$ cat config.mk
export PLATFORM = sky130hd
export DESIGN_NAME = nne_ram
export DESIGN_NICKNAME = d
export VERILOG_FILES = /design/src/hdl/nne_ram.sv
export SDC_FILE = /design/constraint.sdc
export NUM_CORES = 1
export LEC_CHECK = 0
export ABC_AREA = 1
export BUFFER_PORTS_ARGS = -buffer_cell sky130_fd_sc_hd__buf_2
export CAP_MARGIN = 20
export CORE_UTILIZATION = 25
export CTS_CLUSTER_DIAMETER = 100
export DETAILED_ROUTE_END_ITERATION = 6
export SKIP_LAST_GASP = 1
export SLEW_MARGIN = 10
export SYNTH_ARGS = -nofsm -noshare
export SYNTH_HDL_FRONTEND = slang
export SYNTH_SLANG_ARGS = --single-unit
$ cat constraint.sdc
create_clock -name clock -period 1.3 [get_ports clock]
set_input_delay 0.13 -clock clock [delete_from_list [all_inputs] [get_ports clock]]
set_output_delay 0.13 -clock clock [all_outputs]
set_load 0.005 [all_outputs]
$ cat src/hdl/nne_ram.sv
// Generic single-write, single-read synchronous RAM with registered read data.
`default_nettype none

module nne_ram #(
   parameter int WIDTH = 8,
   parameter int DEPTH = 16
) (
   input  logic                     clock,
   input  logic                     wr_en,
   input  logic [$clog2(DEPTH)-1:0] wr_addr,
   input  logic [WIDTH-1:0]         wr_data,
   input  logic [$clog2(DEPTH)-1:0] rd_addr,
   output logic [WIDTH-1:0]         rd_data
);

   logic [WIDTH-1:0] mem_ff [DEPTH];
   logic [WIDTH-1:0] rd_data_ff;

   always_ff @(posedge clock) begin
      if (wr_en) begin
         mem_ff[wr_addr] <= wr_data;
      end
      rd_data_ff <= mem_ff[rd_addr];
   end

   assign rd_data = rd_data_ff;

endmodule

`default_nettype wire

==> impl_metrics.tcl <==
set metrics [dict create \
    path_cells "buf_2" \
    worst_slew_pin_slew_ns 0.3584 \
    synth_top_area_share 0.6665 \
    rsz0062_at_grt "false" \
    path_delay_family "flip-flops" \
    ys_warn_count 0 \
    met1_length_um 6248 \
    dp_hpwl_um 8316 \
    drt_first_iter_violations 262 \
    synth_adder_area_share 0 \
    insertedDiodeCount 0 \
    final_util 0.3075 \
    drc 0 \
    wl_per_cell_um 15.28 \
    clock.fmax_mhz 914.9 \
    globalplace.congestion 0.7651 \
    yosysSeqAreaShare 0.6943 \
    cts_root_buf "clkbuf_16" \
    slew_viol_final 0 \
    maxCapViolations 0 \
    p_leak_nw 2.972 \
    crit_fanout 1 \
    drive_gt1_frac 0.1299 \
    synth-compound-area-share 0 \
    critPathBufInv 1 \
    path_clk_slew_ns 0.05 \
    antenna_found_initial 0 \
    period_minus_slack_ns 1.093 \
    synthSimpleGateAreaFrac 0.2105 \
    worstSkewPairLatency_ns 0.41 \
    async_flop_share 0 \
    grt_pass1_wl_um 21560 \
    final_antenna_net_count 0 \
    status "complete, no violations" \
    syn_nets 569 \
    synth_cell_types 12 \
    placement_rows 55 \
    cts_tree "done" \
    max_stage_delay_ns 0.40 \
    cts_max_path_buffers 2 \
    r2r_cells 6 \
    vdd_drop_max_mv 0.9245 \
    synth_top_family_by_area "simple AND/OR/NAND/NOR gates" \
    vias 3785 \
    core_area_mm2 0.02264 \
    numClockSinks 136 \
    wl_um 13640 \
    highest_layer "met4" \
    power_density_mw_per_mm2 1527 \
    synth_mux_area_frac 0 \
    synth_area_mm2 0.005767 \
    portBuffers 25 \
    final_cells 893 \
    postSynthCellCount 551 \
    grt_usage 0.1236 \
    setup_violations 0 \
    yosysTopAreaCell "edfxtp_1" \
    post_cts_buffers 0 \
    hp-class "input port to flop" \
    path_class "flop to output pin" \
    grt_overflow 0 \
    io_pins 26 \
    end_kind "output pin" \
    max_slew_margin 0.7611 \
    grt_max_degree 65 \
    numPlacedInstances 861 \
    cts-htree-levels 4 \
    dpl_cell_area_mm2 0.006337 \
    r2r_end "rd_data[1]" \
    drt_pass1_iterations 5 \
    die_area_mm2 0.02368 \
    netlist_top_cells_count "nand2_1 (173), edfxtp_1 (128), inv_1 (100)" \
    finalSetupTns_ns 0 \
    numCtsBuffers 17 \
    synth_edf_count 128 \
    synthXorXnorAreaFrac 0 \
    ctsHoldBuffers 0 \
    cp_slowest_cell "dfxtp_1" \
    path_depth 1 \
    die_y_um 153.9 \
    endpoint "rd_data[3]" \
    layout.nets 613 \
    ys_ff_latch 136 \
    final_hold_viol_count 0 \
    ys.flop_type "edfxtp_1" \
    dr_wl_met2_um 6271 \
    start_util 0.2547 \
    synth_area_leaders "edfxtp_1 (67%), nand2_1 (11%), nand3_1 (8.4%)" \
    fillers 2269 \
    rrSetupSlack_ns 0.28 \
    crit_start "rd_data[3]" \
    r2r_start "mem_ff[9][1]" \
    yosysMostFrequentCell "nand2_1" \
    syn2layout_area_growth_pct 20.72 \
    fin_skew_ns 0.007388 \
    die_w_um 153.9 \
    cts-resized-gates 0 \
    grt_pass1_vias 3762 \
    stdcell_area_mm2 0.006962 \
    wl_met3_um 899 \
    startpoint_type "flop" \
    cp.required_ns 1.17 \
    crit_arrival_ns 0.96 \
    syn_area_per_cell_um2 10.47 \
    avgViaCountPerCell 4.239 \
    finalCritPeriodShare 0.8408 \
]
[per-stage QoR]
stage | setup WS [ns] | power [mW] | hold slack, ns
finish | 0.2070 | 10.63 | 0.1446
global route | 0.1609 | 10.96 | 0.1387
CTS | 0.1718 | 10.72 | 0.1333
detailed placement | 0.07193 | 5.674 | 0.5174
global placement | 0.07919 | 5.666 | 0.5264
floorplan | 0.2192 | 5.365 | 0.2289
[layout make-up]
cell class / count / area (um^2) / share of cell area
Clock inverter: 8 / 142.6 / 0.02049
Timing Repair Buffer: 49 / 380.4 / 0.05464
Inverter: 102 / 382.9 / 0.05500
Sequential cell: 136 / 4004 / 0.5751
Multi-Input combinational cell: 289 / 1214 / 0.1743
Clock buffer: 24 / 481.7 / 0.06919
Tap cell: 285 / 356.6 / 0.05122
[cells by family after synthesis]
kind of cell	Yosys count
buf+inv	126
flops	136
simple gates	289
[flip-flops by register name, summed over array words and instances, names as in the netlist]
name and count:
mem_ff 128, rd_data 8
[how the worst min path moves through the flow]
| stage | startpoint | to | slack (ns) | depth (start not counted) |
|---|---|---|---|---|
| 2_1_floorplan | wr_data[0] | mem_ff[0][0] | 0.23 | 0 |
| 3_3_place_gp | rd_data[1] | rd_data[1] | 0.53 | 1 |
| 3_5_place_dp | rd_data[1] | rd_data[1] | 0.52 | 1 |
| 4_1_cts | wr_data[4] | mem_ff[10][4] | 0.13 | 1 |
| 5_1_grt | wr_data[4] | mem_ff[10][4] | 0.14 | 1 |
| 6_report | wr_data[4] | mem_ff[9][4] | 0.14 | 1 |
[power by group]
part           switching [mW]  total [mW]  internal (mW)
logic                   0.437       0.639          0.202
registers              0.0345        4.94           4.90
clock network            1.70        5.06           3.36
[cells in the final DEF (no fill, tap or decap)]
cell type	n
nand3b_1	2
nor2_1	17
edfxtp_1	128
bufinv_16	4
clkinv_2	3
clkbuf_8	3
clkbuf_16	17
clkbuf_1	4
nand2_1	173
inv_2	2
dfxtp_1	8
clkinvlp_4	1
inv_1	100
buf_2	25
buf_4	18
buf_12	6
nand3_1	97
[routing by layer]
layer,vias up,GRT usage
li1,1859,-
met1,1769,0.1676
met2,145,0.1883
met3,12,0.03016
met4,0,0.05143
met5,-,0
Note: power is estimated with default switching activity, not from simulation.
