## src/hdl/nne_pkg.sv

```systemverilog
// Shared types, constants and the sigmoid table builder of the NEAT network evaluator.
`default_nettype none

package nne_pkg;

   localparam int MAX_NEURONS     = 64;
   localparam int NEURON_AW       = $clog2(MAX_NEURONS);
   localparam int NCNT_W          = NEURON_AW + 1;
   localparam int MAX_LINKS       = 256;
   localparam int LINK_AW         = $clog2(MAX_LINKS);
   localparam int FRAC_BITS       = 12;
   localparam int SIGMOID_ENTRIES = 1024;
   localparam int SIG_AW          = $clog2(SIGMOID_ENTRIES);
   localparam int X_W             = FRAC_BITS + 4;
   localparam int ACT_W           = 16;
   localparam int OUT_W           = FRAC_BITS + 1;
   localparam int RESP_W          = 15;
   localparam int LCNT_W          = 8;
   localparam int SRC_W           = 6;
   localparam int PROD_W          = 2 * ACT_W;
   localparam int ACC_W           = PROD_W + LCNT_W;
   localparam int MAX_RESULTS     = 64;
   localparam int RCNT_W          = 7;
   localparam int ORD_W           = 6;
   localparam int CFG_W           = 7;
   localparam int ONE             = 1 << FRAC_BITS;

   // Reciprocal of three; floor(x / 3) is (x * RECIP_THIRD) >> 33 for any 32-bit x.
   localparam logic [63:0] RECIP_THIRD = 64'hAAAA_AAAB;

   localparam logic [1:0] KIND_NEURON = 2'd0;
   localparam logic [1:0] KIND_LINK   = 2'd1;
   localparam logic [1:0] KIND_INPUT  = 2'd2;

   localparam logic [1:0] NTYPE_INPUT  = 2'd0;
   localparam logic [1:0] NTYPE_OUTPUT = 2'd3;

   localparam logic [1:0] CSR_FLUSH_DEPTH  = 2'd0;
   localparam logic [1:0] CSR_NEURON_COUNT = 2'd1;

   typedef struct packed {
      logic signed [ACT_W-1:0]  act;
      logic [1:0]               ntype;
      logic [RESP_W-1:0]        resp;
      logic [LCNT_W-1:0]        start;
      logic [LCNT_W-1:0]        len;
   } node_word_type;

   typedef struct packed {
      logic [SRC_W-1:0]         src;
      logic signed [ACT_W-1:0]  weight;
   } link_word_type;

   typedef struct packed {
      logic                     start;
      logic                     neg;
      logic [ACC_W-1:0]         mag;
      logic [RESP_W-1:0]        resp;
   } div_req_type;

   typedef struct packed {
      logic                     done;
      logic signed [X_W-1:0]    x;
   } div_rsp_type;

   typedef enum logic [3:0] {
      ST_IDLE,
      ST_MERGE,
      ST_PASS,
      ST_SCAN,
      ST_SCAN_CHK,
      ST_NODE,
      ST_INFO,
      ST_LINK,
      ST_SRC,
      ST_MUL,
      ST_ACC,
      ST_DIV,
      ST_DIVW,
      ST_WB,
      ST_PASS_END,
      ST_FLUSH
   } state_type;

   typedef logic [OUT_W-1:0] sig_table_type [SIGMOID_ENTRIES];

   // exp(-t) in Q31 from a short series at t/256, squared eight times.
   function automatic logic [63:0] exp_neg_q31(logic [63:0] t);
      logic [63:0] v;
      logic [63:0] v2;
      logic [63:0] v3;
      logic [63:0] v4;
      logic [63:0] r;
      v  = (t << (31 - FRAC_BITS)) >> 8;
      v2 = (v * v) >> 31;
      v3 = (v2 * v) >> 31;
      v4 = (v2 * v2) >> 31;
      r  = (64'd1 << 31) - v + (v2 >> 1) - ((v3 * RECIP_THIRD) >> 34)
           + ((v4 * RECIP_THIRD) >> 36);
      for (int i = 0; i < 8; i++) begin
         r = (r * r + (64'd1 << 30)) >> 31;
      end
      return r;
   endfunction

   function automatic logic [63:0] sig_pos(logic [63:0] t);
      logic [63:0] d;
      logic [63:0] rem;
      logic [63:0] quo;
      d   = (64'd1 << 31) + exp_neg_q31(t);
      rem = (64'(ONE) << 31) + (d >> 1);
      quo = '0;
      // The quotient never exceeds ONE, so OUT_W shift-subtract steps are enough.
      for (int i = OUT_W - 1; i >= 0; i--) begin
         if (rem >= (d << i)) begin
            rem    = rem - (d << i);
            quo[i] = 1'b1;
         end
      end
      return quo;
   endfunction

   // Entry k holds the sigmoid at the midpoint of its interval over [-8, 8).
   function automatic sig_table_type build_sig_table();
      sig_table_type tab;
      longint span;
      longint half;
      longint x;
      span = longint'(16) << FRAC_BITS;
      half = longint'(8) << FRAC_BITS;
      for (int k = 0; k < SIGMOID_ENTRIES; k++) begin
         x = (((2 * longint'(k) + 1) * span) >> (SIG_AW + 1)) - half;
         if (x >= 0) begin
            tab[k] = OUT_W'(sig_pos(64'(x)));
         end else begin
            tab[k] = OUT_W'(64'(ONE) - sig_pos(64'(-x)));
         end
      end
      return tab;
   endfunction

endpackage

`default_nettype wire

```

## src/hdl/nne_divider.sv

```systemverilog
// Iterative restoring divider: saturated Q4.12 net input from the link sum and response.
`default_nettype none

module nne_divider (
   input  logic                  clock,
   input  logic                  reset,
   input  nne_pkg::div_req_type  div_req,
   output nne_pkg::div_rsp_type  div_rsp
);

   localparam int STEP_W = $clog2(nne_pkg::X_W + 1);
   localparam logic [nne_pkg::X_W-1:0] LIM = nne_pkg::X_W'(1) << (nne_pkg::X_W - 1);

   logic                          running_ff, running_in;
   logic [STEP_W-1:0]             step_ff, step_in;
   logic [nne_pkg::RESP_W-1:0]    rem_ff, rem_in;
   logic [nne_pkg::X_W-1:0]       low_ff, low_in;
   logic [nne_pkg::X_W-1:0]       quo_ff, quo_in;
   logic [nne_pkg::RESP_W-1:0]    resp_ff, resp_in;
   logic                          neg_ff, neg_in;
   logic                          sat_ff, sat_in;

   logic [nne_pkg::RESP_W-1:0]    resp_eff;
   logic                          big;
   logic [nne_pkg::RESP_W:0]      trial;
   logic [nne_pkg::RESP_W:0]      diff;
   logic                          fits;
   logic [nne_pkg::X_W-1:0]       magc;
   logic [nne_pkg::X_W-1:0]       x_val;

   always_comb begin
      resp_eff = (div_req.resp == '0) ? nne_pkg::RESP_W'(1) : div_req.resp;
      // A quotient of 2^X_W or more always saturates, so only X_W bits are developed.
      big = div_req.mag >= nne_pkg::ACC_W'({resp_eff, {nne_pkg::X_W{1'b0}}});
      trial = {rem_ff, low_ff[nne_pkg::X_W-1]};
      fits  = trial >= {1'b0, resp_ff};
      diff  = trial - {1'b0, resp_ff};

      running_in = running_ff;
      step_in    = step_ff;
      rem_in     = rem_ff;
      low_in     = low_ff;
      quo_in     = quo_ff;
      resp_in    = resp_ff;
      neg_in     = neg_ff;
      sat_in     = sat_ff;

      if (div_req.start) begin
         running_in = 1'b1;
         step_in    = STEP_W'(nne_pkg::X_W);
         rem_in     = big ? '0 : div_req.mag[nne_pkg::X_W +: nne_pkg::RESP_W];
         low_in     = div_req.mag[nne_pkg::X_W-1:0];
         quo_in     = '0;
         resp_in    = resp_eff;
         neg_in     = div_req.neg;
         sat_in     = big;
      end else if (running_ff) begin
         rem_in  = fits ? diff[nne_pkg::RESP_W-1:0] : trial[nne_pkg::RESP_W-1:0];
         low_in  = {low_ff[nne_pkg::X_W-2:0], 1'b0};
         quo_in  = {quo_ff[nne_pkg::X_W-2:0], fits};
         step_in = step_ff - STEP_W'(1);
         if (step_ff == STEP_W'(1)) begin
            running_in = 1'b0;
         end
      end

      magc = (sat_ff || quo_ff > LIM) ? LIM : quo_ff;
      if (neg_ff) begin
         x_val = nne_pkg::X_W'(0) - magc;
      end else begin
         x_val = (magc >= LIM) ? LIM - nne_pkg::X_W'(1) : magc;
      end
      div_rsp.done = !running_ff;
      div_rsp.x    = x_val;
   end

   always_ff @(posedge clock) begin
      if (reset) begin
         running_ff <= 1'b0;
      end else begin
         running_ff <= running_in;
      end
   end

   always_ff @(posedge clock) begin
      step_ff <= step_in;
      rem_ff  <= rem_in;
      low_ff  <= low_in;
      quo_ff  <= quo_in;
      resp_ff <= resp_in;
      neg_ff  <= neg_in;
      sat_ff  <= sat_in;
   end

endmodule

`default_nettype wire

```

## config.mk

```make
export PLATFORM = sky130hd
export DESIGN_NAME = nne_divider
export DESIGN_NICKNAME = d
export VERILOG_FILES = /design/src/hdl/nne_pkg.sv /design/src/hdl/nne_divider.sv
export SDC_FILE = /design/constraint.sdc
export NUM_CORES = 1
export LEC_CHECK = 0
export BUFFER_PORTS_ARGS = -buffer_cell sky130_fd_sc_hd__buf_2
export CORE_AREA = 2 2 131 69
export DETAILED_ROUTE_END_ITERATION = 7
export DIE_AREA = 0 0 133 71
export PLACE_DENSITY = 0.82
export SETUP_SLACK_MARGIN = 0.4
export SYNTH_ARGS = -nofsm -noshare
export SYNTH_HDL_FRONTEND = slang
export SYNTH_SLANG_ARGS = --single-unit
export TNS_END_PERCENT = 10
```

## constraint.sdc

```tcl
create_clock -name clock -period 4.69 [get_ports clock]
set_clock_uncertainty 0.1 [all_clocks]
set_input_delay 0.7035 -clock clock [delete_from_list [all_inputs] [get_ports clock]]
set_output_delay 0.7035 -clock clock [all_outputs]
set_load 0.03 [all_outputs]
```

==> metrics.yaml, run 1 <==
synth_area_mm2: 0.00479
p_leak_nw: 2.40
period_minus_slack_ns: 4.13
finalMaxSlewViolations: 0
grt_pass1_vias: 3952
arrival_ns: 3.33
synthToLayoutAreaGrowth_pct: 14.4
rsz0062_at_grt: "true"
final_layout_size_suffix_gt1_share_pct: 23.9
antenna_cells: 0
start_kind: "register"
setup-tns-final_ns: 0
peakVddDrop_v: 0.000218
clkTransAtPathRegs_ns: 0.05
synth_edf_count: 48
slew_headroom_pct: 22.0
ant_nets: 0
num_vias: 4091
synth_seq_cells: 70
grt_usage_pct: 27.1
start_util_pct: 57.2
multi_input_area_mm2: 0.00257
cts_root_buf: "clkbuf_16"
coreArea_mm2: 0.00838
finalNetCount: 645
final_cells: 674
num_rows: 24
finalHoldViolations: 0
portBuffers: 75
htreeDepth: 3
drc_errors: 0
cts_hold_buf: 0
first_iter_violations: 541
netlist_instances: 496
final_common_cell: "buf_2"
syn_avg_cell_area_um2: 9.66
finalSetupViolCount: 0
required_ns: 3.89
cts_buffer_depth: 2
end_kind: "primary output"
yosysTopAreaCellShare_pct: 30.1
period_share_pct: 88.0
gp_congestion: 1.03
cap_violations: 0
fillCellCount: 659
cts_setup_buffers: 0
drt_wl_total_um: 12200
die-area_mm2: 0.00944
critPathKind: "register to primary output"
synth_warnings: 0
dr.pass1.iters: 5
p_per_area_mw_per_mm2: 426
ys_types: 72
synthArstFlopShare_pct: 0
clk_latency_ns: 0.33
crit_fanout: 9
antenna_found_initial: 0
grt_start_max_net_pins: 68
final_cell_area_mm2: 0.00548
rr_worst_depth: 11
boundaryPins: 76
dpl_worst_slack_ns: 0.688
hold_class: "input pin to register"
die_y_um: 71
post_drt_wl_per_cell_um: 18.2
status: "complete, no violations"
worst_pin_slew_ns: 1.17
yosys.area.top_type: "edfxtp_1"
dpl_cell_area_mm2: 0.00516
cts_buffers: 9
dpl.hpwl_um: 9060
cts_tree: "done"
timing.final.ws_setup_ns: 0.561
maxClockFrequency_mhz: 242
yosysSeqAreaShare_pct: 39.3
cts_resized: 2
hold_depth: 2
ff_latch_area_mm2: 0.00188
place_inst: 658
synth_area_leaders: "edfxtp_1, dfxtp_1, ha_1"
synthFlopType: "edfxtp_1"
viasPerCell: 6.07
grt.overflow.total: 0
cts_sinks: 70
die_w_um: 133
final_cell_mix: "buf_2, edfxtp_1, inv_1"
grt_first_pass_wirelength_um: 20000
synth_nets: 589
synth_stat cells, types with 4 or more instances:
| cell | number |
|---|---|
| a21o_1 | 7 |
| a21oi_1 | 29 |
| a31oi_1 | 9 |
| buf_6 | 7 |
| clkbuf_1 | 24 |
| dfxtp_1 | 22 |
| edfxtp_1 | 48 |
| ha_1 | 33 |
| inv_1 | 45 |
| mux2_2 | 15 |
| mux2i_1 | 25 |
| nand2_1 | 24 |
| nand2b_1 | 5 |
| nand3_1 | 13 |
| nor2_1 | 43 |
| nor2b_1 | 7 |
| nor3_1 | 16 |
| nor4_1 | 9 |
| o21a_1 | 7 |
| o21ai_0 | 17 |
| o2bb2ai_2 | 4 |
| o311ai_1 | 4 |
| xnor2_1 | 8 |
| xor2_1 | 5 |
metrics by stage:
stage               hold slack (ns)  util [%]  power (mW)
floorplan                     0.367         -        1.45
global placement              0.382      61.6        1.59
detailed placement            0.418      61.6        1.63
CTS                           0.408      65.4        2.32
global route                  0.420      65.4        2.45
finish                        0.421      65.4        2.34
worst paths after layout:
path / from / end / slack [ns]
worst min-delay path: reset / running_ff$_SDFF_PP0_ / 0.42
worst max-delay path: quo_ff[2]$_SDFFE_PP0P_ / div_rsp[6] / 0.56
worst max register to register: low_ff[15]$_DFFE_PP_ / rem_ff[5]$_DFFE_PP_ / 1.10
worst min register to register: step_ff[1]$_SDFFE_PP0P_ / step_ff[1]$_SDFFE_PP0P_ / 0.42
critical path, cell delays in order, from the launching register on:
cell     delay, ns
dfxtp_1       0.38
or3_1         0.46
nor3_4        0.28
nand4_2       0.19
a21oi_4       0.37
nand2_1       0.14
ha_1          0.28
o21ai_2       0.17
nor2_1        0.10
o21ai_0       0.24
o21a_1        0.18
buf_2         0.20
registers in the layout (all words and copies together), names as in the netlist:
signal,cells
sat_ff,1
resp_ff,15
running_ff,1
quo_ff,16
step_ff,5
rem_ff,15
low_ff,16
neg_ff,1
power breakdown:
part / internal [mW] / switching [mW] / total (mW)
Sequential: 0.759 / 0.0490 / 0.808
Combinational: 0.353 / 0.493 / 0.845
Clock: 0.435 / 0.249 / 0.684
logic make-up after synthesis:
logic type	count (synthesis)	share of synthesized area [%]
AO/OA/AOI/OAI	112	16.8
XOR/XNOR	13	2.38
adder cells (fa/ha/maj)	34	9.03
buffers and inverters	80	7.78
flip-flops	70	39.3
multiplexers	40	8.74
AND/OR/NAND/NOR	147	16.0
final cells by class:
cell class              count  area share (%)
multi-input cells         346            46.9
repair buffers             79            7.40
clock inverters             2           0.183
clock buffers              14            5.41
well taps                 117            2.67
flip-flops and latches     70            34.3
inverters                  46            3.15
layer usage:
layer / share of wire (%) / global-route usage (%) / vias to the layer above / wire length, um
li1: - / - / 1925 / -
met1: 44 / 38.6 / 1909 / 5440
met2: 43 / 40.3 / 226 / 5280
met3: 11 / 7.03 / 31 / 1290
met4: 1.9 / 9.32 / 0 / 232
met5: 0 / 0 / - / 0
(Power assumes the default switching activity.)
==> run 2, diff against run 1 <==
- ABC_CLOCK_PERIOD_IN_PS: unset -> 4690
- RECOVER_POWER: unset -> 25
==> metrics.yaml, run 2 (synthesized netlist as in run 1, its figures left out) <==
grt_pass1_vias: 3952  # unchanged
hold_class: "input pin to register"
use_met3_pct: 7.03  # unchanged
status: "finished with violations"
cts_root_buf: "clkbuf_16"
grt_start_max_net_pins: 68  # unchanged
hold_depth: 2  # unchanged
holdPathEnd: "running_ff$_SDFF_PP0_"
setup-tns-final_ns: 0  # unchanged
start_util_pct: 57.2  # unchanged
min_from: "reset"
dr.pass1.iters: 6  # +1
final_core_util_pct: 65.1  # -0.31 points
grt.overflow.total: 0  # unchanged
use_met1_pct: 38.6  # unchanged
first_iter_violations: 533  # -1.5%
drt_wl_total_um: 12200  # unchanged
finalMaxSlewViolations: 91  # +91
cap_violations: 2  # +2
maxClockFrequency_mhz: 241  # -0.39%
end_kind: "primary output"
worst_pin_slew_ns: 3.30  # +2.13 ns
critPathKind: "register to primary output"
grt_usage_pct: 27.1  # unchanged
num_rows: 24  # unchanged
finalHoldViolations: 0  # unchanged
arrival_ns: 3.34  # about the same
r2r_end: "rem_ff[4]$_DFFE_PP_"
r2r_start: "low_ff[15]$_DFFE_PP_"
finalSetupViolCount: 0  # unchanged
synthToLayoutAreaGrowth_pct: 13.8
num_vias: 4096  # +0.12%
cts_sinks: 70  # unchanged
antenna_found_initial: 0  # unchanged
cts_tree: "done"
grtUsageMet2_pct: 40.3  # unchanged
cts_buffers: 9  # unchanged
slew_headroom_pct: -120  # -140 points
r2r_setup_slack_ns: 1.01  # -0.09 ns
p_per_area_mw_per_mm2: 428  # +0.48%
period_share_pct: 88.4  # +0.34 points
coreArea_mm2: 0.00838  # unchanged
clk_latency_ns: 0.33  # about the same
final_layout_size_suffix_gt1_share_pct: 20.8  # -3.1 points
cts_buffer_depth: 2  # unchanged
final_common_cell: "buf_2"
grt.busiest_layer: "met2"
finalNetCount: 645  # unchanged
start_kind: "register"
die-area_mm2: 0.00944  # unchanged
antenna_cells: 0  # unchanged
die_w_um: 133  # unchanged
die_y_um: 71  # unchanged
post_drt_wl_per_cell_um: 18.2  # unchanged
p_leak_nw: 2.35  # -2.0%
reg.largest.list: "low_ff (16), quo_ff (16)"
boundaryPins: 76  # unchanged
drc_errors: 0  # unchanged
ant_nets: 0  # unchanged
required_ns: 3.89  # about the same
viasPerCell: 6.08  # +0.12%
rsz0062_at_grt: "true"
final_cell_mix: "buf_2, edfxtp_1, inv_1"
grt_first_pass_wirelength_um: 20000  # unchanged
htreeDepth: 3  # unchanged
rr_worst_depth: 11  # unchanged
clkTransAtPathRegs_ns: 0.05  # about the same
crit_fanout: 9  # unchanged
dpl.hpwl_um: 9060  # unchanged
period_minus_slack_ns: 4.15  # +0.0161 ns
violations: "max-capacitance violations, max-slew violations"
fillCellCount: 672  # +2.0%
peakVddDrop_v: 0.000219  # +0.13%
portBuffers: 75  # unchanged
gp_congestion: 1.03  # unchanged
[run 2: per-layer routing]
metal / share of wire (%) / wire [um] / vias to the layer above
met5: 0 / 0 / -
met4: 2.0 / 241 / 0
met3: 9.8 / 1200 / 32
met2: 43 / 5270 / 216
met1: 45 / 5530 / 1927
li1: - / - / 1921
[run 2: where the power goes]
group          internal [mW]  switching [mW]  total, mW
clock network          0.435           0.249      0.685
logic                  0.352           0.492      0.844
registers              0.760          0.0486      0.808
[run 2: per-stage QoR]
step	cell area, um2	hold slack (ns)	instances	total power, mW	worst slack [ns]
after floorplan	4790	0.367	496	1.45	0.975
after global placement	5160	0.382	658	1.59	0.925
after detailed placement	5160	0.418	658	1.63	0.688
after CTS	5480	0.408	674	2.32	0.487
after global routing	5460	0.420	674	2.45	0.316
final	5460	0.420	674	2.34	0.545
[run 2: layout make-up]
class / instances / area, um2 / share of cell area (%)
inverter: 46 / 173 / 3.17
sequential: 70 / 1880 / 34.5
multi-input combinational: 346 / 2570 / 47.1
tap: 117 / 146 / 2.68
clock inverter: 2 / 10.0 / 0.183
timing repair buffer: 79 / 379 / 6.95
clock buffer: 14 / 297 / 5.44
[run 2: worst max path at each step]
stage / from / to / slack [ns] / cells past startpoint
after global routing: div_req[56] / rem_ff[14]$_DFFE_PP_ / 0.32 / 5
after detailed placement: quo_ff[2]$_SDFFE_PP0P_ / div_rsp[14] / 0.69 / 11
final: quo_ff[2]$_SDFFE_PP0P_ / div_rsp[14] / 0.54 / 11
after global placement: quo_ff[2]$_SDFFE_PP0P_ / div_rsp[14] / 0.93 / 11
after CTS: quo_ff[8]$_SDFFE_PP0P_ / div_rsp[14] / 0.49 / 11
after floorplan: quo_ff[8]$_SDFFE_PP0P_ / div_rsp[14] / 0.98 / 11
[run 2: critical path, cell delays in order, from the launching register on]
cell	delay, ns
dfxtp_1	0.37
or3_1	0.46
nor3_4	0.29
nand4_2	0.20
a21oi_4	0.38
nand2_1	0.14
ha_1	0.28
o21ai_2	0.18
inv_1	0.14
a32o_1	0.23
a21oi_1	0.13
buf_2	0.22
[run 2: repair_timing]
| action | in CTS | in global routing |
|---|---|---|
| resized for setup | 2 | 1 |
| hold buffers | 0 | 0 |
| setup buffers | 0 | 0 |
| endpoints found under the setup margin | 5 | 6 |
==> run 3, diff against run 2 <==
- ABC_AREA: unset -> 1
- CORE_AREA: 2 2 131 69 -> 2 2 133 70
- DIE_AREA: 0 0 133 71 -> 0 0 135 72
- PLACE_DENSITY: 0.82 -> 0.8
==> metrics.yaml, run 3 <==
status: "finished with violations"
violations: "max-capacitance violations, max-slew violations"
slew_headroom_pct: -33.1  # +87 points
grt_first_pass_wirelength_um: 20100  # +0.73%
coreArea_mm2: 0.00853  # +1.8%
cts_buffers: 9  # unchanged
antenna_found_initial: 0  # unchanged
htreeDepth: 3  # unchanged
grt_usage_pct: 26.2  # -0.93 points
drc_errors: 0  # unchanged
critPathKind: "register to primary output"
final_cell_mix: "nand2_1, inv_1, buf_2"
ys_types: 47  # -35%
end_kind: "primary output"
yosysSeqAreaShare_pct: 37.8  # -1.4 points
dpl_worst_slack_ns: 1.62  # +0.934 ns
worst_pin_slew_ns: 2.00  # -1.30 ns
gp_congestion: 0.932  # -9.1%
peakVddDrop_v: 0.000203  # -7.0%
grt_pass1_vias: 4292  # +8.6%
cts_root_buf: "clkbuf_16"
clk_latency_ns: 0.33  # about the same
viasPerCell: 5.61  # -7.6%
start_util_pct: 58.3  # +1.1 points
syn_avg_cell_area_um2: 7.76  # -20%
slowest_stage: "nand2_1"
crit_fanout: 24  # +15
cap_violations: 2  # unchanged
boundaryPins: 76  # unchanged
maxClockFrequency_mhz: 286  # +19%
finalSetupViolCount: 0  # unchanged
ant_nets: 0  # unchanged
finalNetCount: 787  # +22%
cts_hold_buf: 0  # unchanged
clkTransAtPathRegs_ns: 0.05  # about the same
final_common_cell: "nand2_1"
start_kind: "register"
synth_warnings: 0  # unchanged
drt_wl_total_um: 12000  # -1.7%
rsz0062_at_grt: "false"
synth_area_mm2: 0.00497  # +3.7%
netlist_instances: 641  # +29%
antenna_cells: 0  # unchanged
dpl.hpwl_um: 8830  # -2.5%
first_iter_violations: 338  # -37%
period_minus_slack_ns: 3.50  # -0.649 ns
die-area_mm2: 0.00972  # +2.9%
p_leak_nw: 2.71  # +15%
cts_setup_buffers: 0  # unchanged
synth_nets: 734  # +25%
synth_area_leaders: "edfxtp_1, nand2_1, dfxtp_1"
path_cells: "inv_1 -> nand2_1 -> nand2_4 -> nand2_1 -> ha_1 -> nand2_1 -> inv_2 -> nand3_1 -> nand2_1 -> nand3_1 -> nand2_1 -> buf_2"
cts_buffer_depth: 2  # unchanged
hold_class: "register to register"
crit_path_frequent_cell: "nand2_1"
num_vias: 4581  # +12%
finalMaxSlewViolations: 80  # -12%
post_drt_wl_per_cell_um: 14.8  # -19%
period_share_pct: 74.5  # -14 points
arrival_ns: 2.69  # -0.65 ns
synthFlopType: "edfxtp_1"
synthArstFlopShare_pct: 0  # unchanged
dr.pass1.iters: 6  # unchanged
yosys.area.top_type: "edfxtp_1"
fillCellCount: 733  # +9.1%
synth_common_cells: "nand2_1, inv_1, nand3_1, edfxtp_1, nor2_1"
cp_num_buf_inv: 3  # +1
finalHoldViolations: 0  # unchanged
required_ns: 3.89  # about the same
setup-tns-final_ns: 0  # unchanged
p_per_area_mw_per_mm2: 424  # -1.1%
slowest_delay_ns: 0.39  # -0.07 ns
grt_start_max_net_pins: 47  # -31%
portBuffers: 75  # unchanged
cts_resized: 0  # -2
cp_top_family: "simple AND/OR/NAND/NOR gates"
grt.overflow.total: 0  # unchanged
die_y_um: 72  # +1.4%
reg.largest.list: "low_ff (16), quo_ff (16)"
yosysTopAreaCellShare_pct: 29.0  # -1.1 points
die_w_um: 135  # +1.5%
cts_sinks: 70  # unchanged
r2r_setup_slack_ns: 1.88  # +0.87 ns
final_layout_size_suffix_gt1_share_pct: 15.6  # -5.2 points
cts_tree: "done"
synth_edf_count: 48  # unchanged
synth.most_common_cell: "nand2_1"
timing.final.ws_setup_ns: 1.19  # +0.649 ns
synth_seq_cells: 70  # unchanged
num_rows: 24  # unchanged
synthToLayoutAreaGrowth_pct: 12.5
-- run 3: kinds of logic (layout without fill, tap and decap cells) --
group | count (synthesis) | in the layout | synth area share [%]
flip-flops | 70 | 70 | 37.8
AND/OR/NAND/NOR | 311 | 311 | 29.0
AO/OA/AOI/OAI | 96 | 96 | 12.7
XOR/XNOR | 9 | 9 | 1.59
buffers and inverters | 121 | 179 | 10.2
adder cells (fa/ha/maj) | 34 | 34 | 8.71
-- run 3: per-stage QoR --
stage,cell area [um2],util (%),power (mW),cells,hold WS [ns]
after floorplan,4970,-,1.51,641,0.340
after global placement,5330,62.5,1.68,800,0.353
after detailed placement,5330,62.5,1.71,800,0.366
after CTS,5610,65.8,2.37,816,0.376
after global routing,5590,65.6,2.52,816,0.423
final,5590,65.6,2.37,816,0.396
-- run 3: worst paths after layout --
check	endpoint	cells past startpoint	startpoint
hold reg to reg	step_ff[4]$_SDFFE_PP1P_	1	step_ff[4]$_SDFFE_PP1P_
setup / recovery	div_rsp[12]	12	sat_ff$_DFFE_PP_
hold / removal	step_ff[4]$_SDFFE_PP1P_	1	step_ff[4]$_SDFFE_PP1P_
setup reg to reg	rem_ff[11]$_DFFE_PP_	13	low_ff[15]$_DFFE_PP_
-- run 3: layer usage --
layer	up-vias	GRT usage (%)	wire length (um)
met5	-	0	0
met4	0	6.25	156
met3	20	6.01	665
met2	161	46.0	5980
met1	2132	33.3	5240
li1	2268	-	-
-- run 3: cell type report --
cell class                 instances  area, um2  area share (%)
clock buffer                      12        236            4.23
clock inverter                     4       47.5           0.850
inverter                          85        319            5.70
multi-input combinational        450       2580            46.2
sequential                        70       1880            33.6
tap                              117        146            2.62
timing repair buffer              78        378            6.75
-- run 3: power by group --
group          internal [mW]  switching (mW)
Sequential             0.773          0.0467
Combinational          0.332           0.569
Clock                  0.410           0.239
